### src/rtpg_pkg.sv
`timescale 1ns / 1ps

package rtpg_pkg;

	// byte lanes carried by one disk word
	localparam int unsigned BYTE_LANES_DEF = 8;
	localparam int unsigned BYTE_LANES_MAX = 8;

	localparam int unsigned BYTE_W = 8;
	localparam int unsigned WORD_W = BYTE_LANES_MAX * BYTE_W;
	localparam int unsigned RESULT_W = 3 * WORD_W;

	// configuration port
	localparam int unsigned CFG_IDX_W = 2;
	localparam int unsigned CFG_DATA_W = 8;
	localparam int unsigned PCOUNT_W = 2;

	localparam logic [CFG_IDX_W-1:0] CFG_PARITY_COUNT = 2'd0;
	localparam logic [CFG_IDX_W-1:0] CFG_FIELD_POLY = 2'd1;
	localparam logic [CFG_IDX_W-1:0] CFG_HALF_CONST = 2'd2;

	localparam logic [PCOUNT_W-1:0] PCOUNT_PQ = 2'd2;
	localparam logic [PCOUNT_W-1:0] PCOUNT_PQR = 2'd3;

	localparam logic [BYTE_W-1:0] FIELD_POLY_RST = 8'h1d;
	localparam logic [BYTE_W-1:0] HALF_CONST_RST = 8'h8e;

	// next accumulator bytes of one lane
	typedef struct packed {
		logic [BYTE_W-1:0] p;
		logic [BYTE_W-1:0] q;
		logic [BYTE_W-1:0] r;
	} lane_bytes_t;

	function automatic logic [BYTE_W-1:0] gf_double(input logic [BYTE_W-1:0] x,
			input logic [BYTE_W-1:0] poly);
		gf_double = {x[BYTE_W-2:0], 1'b0} ^ (x[BYTE_W-1] ? poly : '0);
	endfunction

	function automatic logic [BYTE_W-1:0] gf_halve(input logic [BYTE_W-1:0] x,
			input logic [BYTE_W-1:0] half);
		gf_halve = {1'b0, x[BYTE_W-1:1]} ^ (x[0] ? half : '0);
	endfunction

endpackage

### src/rtpg_lane.sv
`timescale 1ns / 1ps

module rtpg_lane (
	input  logic                           clk,
	input  logic                           arst_n,
	input  logic                           en,
	input  logic                           first,
	input  logic [rtpg_pkg::BYTE_W-1:0]    data_byte,
	input  logic [rtpg_pkg::BYTE_W-1:0]    field_poly,
	input  logic [rtpg_pkg::BYTE_W-1:0]    half_const,
	output rtpg_pkg::lane_bytes_t          next_bytes
);

	logic [rtpg_pkg::BYTE_W-1:0] p_q;
	logic [rtpg_pkg::BYTE_W-1:0] q_q;
	logic [rtpg_pkg::BYTE_W-1:0] r_q;

	always_comb begin
		if (first) begin
			next_bytes.p = data_byte;
			next_bytes.q = data_byte;
			next_bytes.r = data_byte;
		end else begin
			next_bytes.p = p_q ^ data_byte;
			next_bytes.q = rtpg_pkg::gf_double(q_q, field_poly) ^ data_byte;
			next_bytes.r = rtpg_pkg::gf_halve(r_q, half_const) ^ data_byte;
		end
	end

	always_ff @(posedge clk or negedge arst_n) begin
		if (!arst_n) begin
			p_q <= '0;
			q_q <= '0;
			r_q <= '0;
		end else if (en) begin
			p_q <= next_bytes.p;
			q_q <= next_bytes.q;
			r_q <= next_bytes.r;
		end
	end

endmodule

### src/rtpg_merge.sv
`timescale 1ns / 1ps

module rtpg_merge #(
	parameter int unsigned BYTE_LANES = rtpg_pkg::BYTE_LANES_DEF
) (
	input  logic                                  clk,
	input  logic                                  arst_n,
	input  logic                                  push,
	input  rtpg_pkg::lane_bytes_t                 lanes [BYTE_LANES],
	input  logic [rtpg_pkg::PCOUNT_W-1:0]         parity_count,
	output logic                                  push_ready,
	output logic                                  m_tvalid,
	input  logic                                  m_tready,
	output logic [rtpg_pkg::RESULT_W-1:0]         m_tdata
);

	localparam int unsigned WORD_W = rtpg_pkg::WORD_W;

	logic [WORD_W-1:0] p_word;
	logic [WORD_W-1:0] q_word;
	logic [WORD_W-1:0] r_word;
	logic [rtpg_pkg::RESULT_W-1:0] result;

	logic                          out_valid_q;
	logic [rtpg_pkg::RESULT_W-1:0] out_data_q;
	logic                          skid_valid_q;
	logic [rtpg_pkg::RESULT_W-1:0] skid_data_q;

	// gather lanes; bytes above the last lane stay zero, and q and r are zeroed when parity_count leaves them out
	always_comb begin
		p_word = '0;
		q_word = '0;
		r_word = '0;
		for (int k = 0; k < BYTE_LANES; k++) begin
			p_word[k*rtpg_pkg::BYTE_W +: rtpg_pkg::BYTE_W] = lanes[k].p;
			q_word[k*rtpg_pkg::BYTE_W +: rtpg_pkg::BYTE_W] = lanes[k].q;
			r_word[k*rtpg_pkg::BYTE_W +: rtpg_pkg::BYTE_W] = lanes[k].r;
		end
		if (parity_count < rtpg_pkg::PCOUNT_PQ)
			q_word = '0;
		if (parity_count < rtpg_pkg::PCOUNT_PQR)
			r_word = '0;
		result = {r_word, q_word, p_word};
	end

	assign push_ready = !skid_valid_q;
	assign m_tvalid = out_valid_q;
	assign m_tdata = out_data_q;

	always_ff @(posedge clk or negedge arst_n) begin
		if (!arst_n) begin
			out_valid_q <= 1'b0;
			skid_valid_q <= 1'b0;
		end else if (m_tready || !out_valid_q) begin
			if (skid_valid_q) begin
				out_valid_q <= 1'b1;
				skid_valid_q <= 1'b0;
			end else begin
				out_valid_q <= push;
			end
		end else if (push) begin
			// output stalled: park the transfer in the skid stage
			skid_valid_q <= 1'b1;
		end
	end

	always_ff @(posedge clk) begin
		if (m_tready || !out_valid_q) begin
			if (skid_valid_q)
				out_data_q <= skid_data_q;
			else if (push)
				out_data_q <= result;
		end else if (push) begin
			skid_data_q <= result;
		end
	end

endmodule

### src/raid_triple_parity_gen.sv
`timescale 1ns / 1ps

// channel   dir  handshake          payload
// s_*       in   s_tvalid/s_tready  s_tdata = data_word, s_tuser = first_disk,
//                                   s_tlast = last_disk
// m_*       out  m_tvalid/m_tready  m_tdata = p_parity, q_parity, r_parity
// cfg_*     in   cfg_we             cfg_index, cfg_data
//
// One disk word per clock while s_tready is high; the lane accumulators update in the cycle of the transfer.
// A word with s_tlast gives its parities on m_tdata through the output register, or via the skid stage if stalled.
// An output register plus a skid stage keep s_tready high while one result waits;
// s_tready drops only when two results are held.
// Reset clears the accumulators and loads parity_count 3, poly 0x1d, half 0x8e.

module raid_triple_parity_gen #(
	parameter int unsigned BYTE_LANES = rtpg_pkg::BYTE_LANES_DEF
) (
	input  logic                              clk,
	input  logic                              arst_n,
	input  logic                              s_tvalid,
	output logic                              s_tready,
	input  logic [rtpg_pkg::WORD_W-1:0]       s_tdata,   // [63:0] data_word
	input  logic                              s_tuser,   // [0] first_disk
	input  logic                              s_tlast,   // last_disk
	output logic                              m_tvalid,
	input  logic                              m_tready,
	output logic [rtpg_pkg::RESULT_W-1:0]     m_tdata,   // [63:0] p, [127:64] q, [191:128] r
	input  logic                              cfg_we,
	input  logic [rtpg_pkg::CFG_IDX_W-1:0]    cfg_index,
	input  logic [rtpg_pkg::CFG_DATA_W-1:0]   cfg_data
);

	logic [rtpg_pkg::PCOUNT_W-1:0] parity_count_q;
	logic [rtpg_pkg::BYTE_W-1:0]   field_poly_q;
	logic [rtpg_pkg::BYTE_W-1:0]   half_const_q;

	logic                  accept;
	rtpg_pkg::lane_bytes_t lanes [BYTE_LANES];

	assign accept = s_tvalid && s_tready;

	always_ff @(posedge clk or negedge arst_n) begin
		if (!arst_n) begin
			parity_count_q <= rtpg_pkg::PCOUNT_PQR;
			field_poly_q <= rtpg_pkg::FIELD_POLY_RST;
			half_const_q <= rtpg_pkg::HALF_CONST_RST;
		end else if (cfg_we) begin
			case (cfg_index)
				rtpg_pkg::CFG_PARITY_COUNT: begin
					parity_count_q <= cfg_data[rtpg_pkg::PCOUNT_W-1:0];
				end
				rtpg_pkg::CFG_FIELD_POLY: begin
					field_poly_q <= cfg_data[rtpg_pkg::BYTE_W-1:0];
				end
				rtpg_pkg::CFG_HALF_CONST: begin
					half_const_q <= cfg_data[rtpg_pkg::BYTE_W-1:0];
				end
				default: begin
				end
			endcase
		end
	end

	for (genvar k = 0; k < BYTE_LANES; k++) begin : g_lane
		rtpg_lane u_lane (
			.clk        (clk),
			.arst_n     (arst_n),
			.en         (accept),
			.first      (s_tuser),
			.data_byte  (s_tdata[k*rtpg_pkg::BYTE_W +: rtpg_pkg::BYTE_W]),
			.field_poly (field_poly_q),
			.half_const (half_const_q),
			.next_bytes (lanes[k])
		);
	end

	rtpg_merge #(
		.BYTE_LANES (BYTE_LANES)
	) u_merge (
		.clk          (clk),
		.arst_n       (arst_n),
		.push         (accept && s_tlast),
		.lanes        (lanes),
		.parity_count (parity_count_q),
		.push_ready   (s_tready),
		.m_tvalid     (m_tvalid),
		.m_tready     (m_tready),
		.m_tdata      (m_tdata)
	);

endmodule

### config.mk
export PLATFORM = sky130hd
export DESIGN_NAME = raid_triple_parity_gen
export DESIGN_NICKNAME = d
export VERILOG_FILES = /design/src/rtpg_pkg.sv /design/src/rtpg_lane.sv /design/src/rtpg_merge.sv /design/src/raid_triple_parity_gen.sv
export SDC_FILE = /design/constraint.sdc
export NUM_CORES = 1
export LEC_CHECK = 0
export BUFFER_PORTS_ARGS = -buffer_cell sky130_fd_sc_hd__buf_2
export CAP_MARGIN = 20
export CORE_ASPECT_RATIO = 1.2
export CORE_MARGIN = 2
export CORE_UTILIZATION = 45
export CTS_CLUSTER_SIZE = 10
export DETAILED_ROUTE_END_ITERATION = 10
export PLACE_DENSITY = 0.69
export SYNTH_ARGS = -nofsm -noshare
export SYNTH_HDL_FRONTEND = slang
export SYNTH_SLANG_ARGS = --single-unit
### constraint.sdc
create_clock -name clk -period 10.63 [get_ports clk]
set_clock_uncertainty 0.15 [all_clocks]
set_input_delay 2.126 -clock clk [delete_from_list [all_inputs] [get_ports clk]]
set_output_delay 2.126 -clock clk [all_outputs]
set_load 0.03 [all_outputs]
Word level (Yosys, flattened, before mapping)
Cells that the tools add are included.
- bits in registers: 596
- bits of input ports: 81
- output and inout port bits: 194
- word-level logic and storage cells: 120
- magnitude comparators: 2
- equal/unequal tests: 2
- multiplexer cells: 31
- bitwise logic cells: 41
- reduce and logical (&&, ||, !) cells: 13
- operators by type and width (operator ; count):
    $mux W192 ; 2
    $xor A8 B8 Y8 ; 32
    $mux W24 ; 8
    $mux W64 ; 2
    $mux W8 ; 16
    $xor A7 B8 Y8 ; 8
    $reduce_and A2 Y1 ; 5
    $lt A2 B2 Y1 const B ; 2
    $reduce_bool A2 Y1 ; 2
    $mux W1 ; 3
    $eq A2 B1 Y1 const B ; 1
    $eq A2 B2 Y1 const B ; 1
    $logic_and A1 B1 Y1 ; 2
    $logic_not A1 Y1 ; 2
    $logic_not A2 Y1 ; 1
    $logic_or A1 B1 Y1 ; 1
    $not A1 Y1 ; 1

Depth between registers and ports, before layout
- depth in word-level cells: 7
- mapped depth: 8
- depth with buffers taken out: 4

Hierarchy
A second synthesis with hierarchy kept.
- cell total of the unflattened synthesis: 2397
- area, all modules: 31257.5 um^2
- by module, submodules not included (module ; instances ; cells each ; area an instance (um^2) ; sequential area each (um^2)):
    rtpg_lane ; 8 ; 200 ; 1964.4 ; 600.6
    rtpg_merge ; 1 ; 756 ; 14805.4 ; 11581.1
    raid_triple_parity_gen ; 1 ; 41 ; 737.0 ; 462.9

Least setup slack after synthesis
Ideal clock, no wire load.
- kind: input to register
- start point: input port s_tlast
- end point: register u_merge.out_data_q (netlist bit u_merge.m_tdata[0]) (enable)
- library setup time: 0.747 ns
- data arrival time: 10.185 ns
- required time: 9.733 ns
- setup slack: -0.452 ns
- cell stages on the path: 2
- path through: a21oi_1 > nor2_1
- word-level cells in the longest chain between the ends: 3
- RTL lines (what ; line ; source):
    from (decl) ; raid_triple_parity_gen.sv:24 ; input logic s_tlast,
    $logic_and A1 B1 Y1 ; raid_triple_parity_gen.sv:82 ; .push (accept && s_tlast),
    $reduce_bool A2 Y1 (no source line) ; -- ;
    $reduce_and A2 Y1 (no source line) ; -- ;
    to (signal assigned) ; rtpg_merge.sv:70 ; out_data_q <= skid_data_q;
    to (signal assigned) ; rtpg_merge.sv:72 ; out_data_q <= result;
    to (decl) ; rtpg_merge.sv:25 ; logic [rtpg_pkg::RESULT_W-1:0] out_data_q;
Every way passes these cells.
A chain may end at the register's enable or synchronous reset.

Final worst setup path
- start point: input port m_tready
- end point: register u_merge.skid_data_q[147] in the netlist's numbering (enable)
- word-level cells in the longest chain between the ends: 3
- RTL lines (what ; line ; source):
    from (decl) ; raid_triple_parity_gen.sv:26 ; input logic m_tready,
    $logic_or A1 B1 Y1 ; rtpg_merge.sv:68 ; if (m_tready || !out_valid_q) begin
    $not A1 Y1 (no source line) ; -- ;
    $reduce_and A2 Y1 (no source line) ; -- ;
    to (signal assigned) ; rtpg_merge.sv:74 ; skid_data_q <= result;
    to (decl) ; rtpg_merge.sv:27 ; logic [rtpg_pkg::RESULT_W-1:0] skid_data_q;
Every way passes these cells.

==> flow_summary.json <==
{
  "antenna_cells": 0,
  "grt_use_total_pct": 23.01,
  "drtAntennaViolNets": 0,
  "worstRegToRegCells": 5,
  "combPwrFrac_pct": 19.3,
  "worstHoldStart": "g_lane[6].u_lane.p_q[7]",
  "period_needed_ns": 4.559,
  "worstMarginPinSlew_ns": 1.083,
  "cts.clk_slew.worst_paths_ns": 0.05,
  "firstDrtPassIters": 7,
  "syn-num-nets": 2555,
  "cp.required_ns": 10.70,
  "tritoncts": "built",
  "pre_cts_ws_ns": 5.441,
  "place_hpwl_um": 44790,
  "status": "finished, final reports clean",
  "yosys_warnings": 0,
  "yosysTopAreaCellShare_pct": 41.89,
  "routed_wl_um": 73180,
  "fin_ws_ns": 6.071,
  "fin_tns_setup_ns": 0,
  "numPortBuffers": 274,
  "drtIter0Drc": 1572,
  "synth_cell_types": 35,
  "arrival_ns": 4.63,
  "hold_slack_ns": 0.3223,
  "wl_met3_um": 4557,
  "wl_met2_um": 35040,
  "worstSetupEndpointType": "register",
  "wl_met1_um": 30860,
  "p_clk_share_pct": 33.8,
  "grt_pass1_wl_um": 110400,
  "relSlewSlack_pct": 27.78,
  "min_to": "g_lane[6].u_lane.p_q[7]",
  "synth-seq-cells": 596,
  "swShare_pct": 30.54,
  "start_kind": "primary input",
  "maxUsedRoutingLayer": "met5",
  "viasPerCell": 5.332,
  "cts_hold_buffers": 0,
  "place_congestion": 0.7814,
  "dieArea_sq_um": 63170,
  "critPathMaxFanout": 58,
  "ys.flop_type": "edfxtp_1",
  "finalHoldViolCount": 0,
  "hold_class": "reg -> reg",
  "row_count": 99,
  "power_density_nw_per_um2": 211.5,
  "synth_area_leader_cell": "edfxtp_1",
  "cts_setup_buffers": 0,
  "cts-root-buf": "clkbuf_16",
  "cts_resized": 0,
  "clock_latency_ns": 0.61,
  "synth.avg_cell_area_sq_um": 11.13,
  "syn2layout_area_growth_pct": 14.63,
  "dieWidth_um": 229.8,
  "grt_max_degree": 121,
  "grt_pass1_vias": 18380,
  "drv_cap": 0,
  "hold_depth": 2,
  "synth_edf_count": 384,
  "p_seq_share_pct": 46.9,
  "antenna_found_initial": 5,
  "drive_gt1_share_pct": 17.93,
  "critPathKind": "in -> reg",
  "core_sq_um": 60700,
  "yosys-top-cells-area": "edfxtp_1 (42%), dfrtp_1 (18%), nand2_1 (7.7%), xor2_1 (3.9%), mux2i_1 (3.9%)",
  "avgRoutedWirePerCell_um": 20.73,
  "switching_power_uw": 2038,
  "intPower_uw": 4635,
  "fp.dieH_um": 274.9,
  "rsz0062_at_grt": "no",
  "fin_nets": 2746,
  "io_pins": 275,
  "cts_buffers": 70,
  "peakVddDrop_mv": 0.1148,
  "ctsHtreeMaxLevel": 3,
  "reg2reg_from": "u_merge.skid_valid_q",
  "synth-seq-area-share_pct": 61.21,
  "p_leak_uw": 0.01273,
  "setup-violations-final": 0,
  "vias": 18820,
  "route.detailed.drc": 0,
  "placed_cells": 3399,
  "rr_endpoint": "u_merge.m_tdata[98]",
  "slew_viol_final": 0,
  "grt_overflow_total": 0,
  "final_cells": 3530,
  "initial_core_util_pct": 45.35,
  "clock_path_buffers": 3,
  "syn-cell-area_sq_um": 27530,
  "cts.sinks": 596,
  "post-route-period-util_pct": 42.89,
  "r2r_setup_slack_ns": 6.96,
  "async_reset_ff_share_pct": 35.57,
  "syn_inst": 2474,
  "fmax_ghz": 0.2193
}
-- how the worst max path moves through the flow --
stage	cells past startpoint	from	slack, ns	to
2_1_floorplan	2	s_tlast	2.80	u_merge.m_tdata[0]
3_5_place_dp	5	m_tready	5.44	u_merge.skid_data_q[87]
3_3_place_gp	5	m_tready	5.47	u_merge.skid_data_q[17]
4_1_cts	5	m_tready	6.03	u_merge.skid_data_q[18]
5_1_grt	5	m_tready	5.92	u_merge.skid_data_q[148]
6_report	5	m_tready	6.07	u_merge.skid_data_q[147]
-- cells in the final DEF (no fill, tap or decap), drive strengths merged, types with 66 or more instances in the layout --
master and n:
mux2i 106, o21ai 138, clkbuf 124, dfrtp 202
xnor2 77, mux2 81, nand2 565, nor2b 108
nor2 247, buf 297, nand2b 66, o31ai 112
xor2 122, edfxtp 384
-- kinds of logic (layout without fill, tap and decap cells) --
group / Yosys count / count (layout) / share of synthesized area (%)
simple gates: 1012 / 1012 / 15.63
xor+xnor: 199 / 199 / 6.332
mux: 187 / 187 / 7.168
flops: 596 / 596 / 61.21
compound gates: 294 / 294 / 6.782
buf+inv: 186 / 434 / 2.882
-- Yosys cell counts (12+ instances only) --
master      n
a21oi_1    15
buf_1      17
buf_2      37
clkbuf_1  118
dfrtp_1   202
edfxtp_1  384
mux2_2     81
mux2i_1   106
nand2_1   565
nand2b_1   66
nand3b_1   12
nor2_1    247
nor2b_1   108
o21ai_0   115
o21ai_1    23
o31ai_1   112
xnor2_1    77
xor2_1    122
-- per-stage QoR --
| stage | util, % | cell area, sq um | total power (uW) |
|---|---|---|---|
| final | 51.99 | 31550 | 6673 |
| after global routing | 51.99 | 31550 | 6983 |
| after CTS | 51.91 | 31510 | 6729 |
| after detailed placement | 48.42 | 29390 | 4454 |
| after global placement | 48.42 | 29390 | 4398 |
| after floorplan | - | 27530 | 4032 |
-- area by class of cell --
cell class | count | area (sq um)
Clock buffer | 123 | 2046
Clock inverter | 6 | 72.57
Fill cell | 5298 | 29140
Inverter | 7 | 30.03
Multi-Input combinational cell | 1692 | 9925
Sequential cell | 596 | 16850
Tap cell | 808 | 1011
Timing Repair Buffer | 298 | 1615
-- worst max-delay path, cell delays in order --
cell and delay [ns]:
buf_2 0.11, nor2b_1 0.25, and3_4 0.67, buf_4 0.61, buf_4 0.81
-- routing by layer --
metal / vias to the layer above / global-route usage, %
li1: 8768 / -
met1: 9298 / 30.57
met2: 619 / 37.39
met3: 130 / 4.073
met4: 8 / 9.830
met5: - / 0
-- registers in the layout, indices dropped and copies added, names as in the netlist --
signal / count
u_merge.skid_valid_q: 1
half_const_q: 8
u_merge.m_tdata: 192
g_lane.u_lane.q_q: 64
field_poly_q: 8
u_merge.skid_data_q: 192
g_lane.u_lane.p_q: 64
g_lane.u_lane.r_q: 64
parity_count_q: 2
u_merge.m_tvalid: 1
-- power by group through the flow --
stage	clock [uW]	sequential [uW]	combinational (uW)
after floorplan	0	3120	911
after global placement	0	3150	1250
after detailed placement	0	3170	1290
after CTS	2310	3130	1290
after global routing	2400	3160	1430
final	2260	3130	1290
Note: power is estimated with default switching activity, not from simulation.
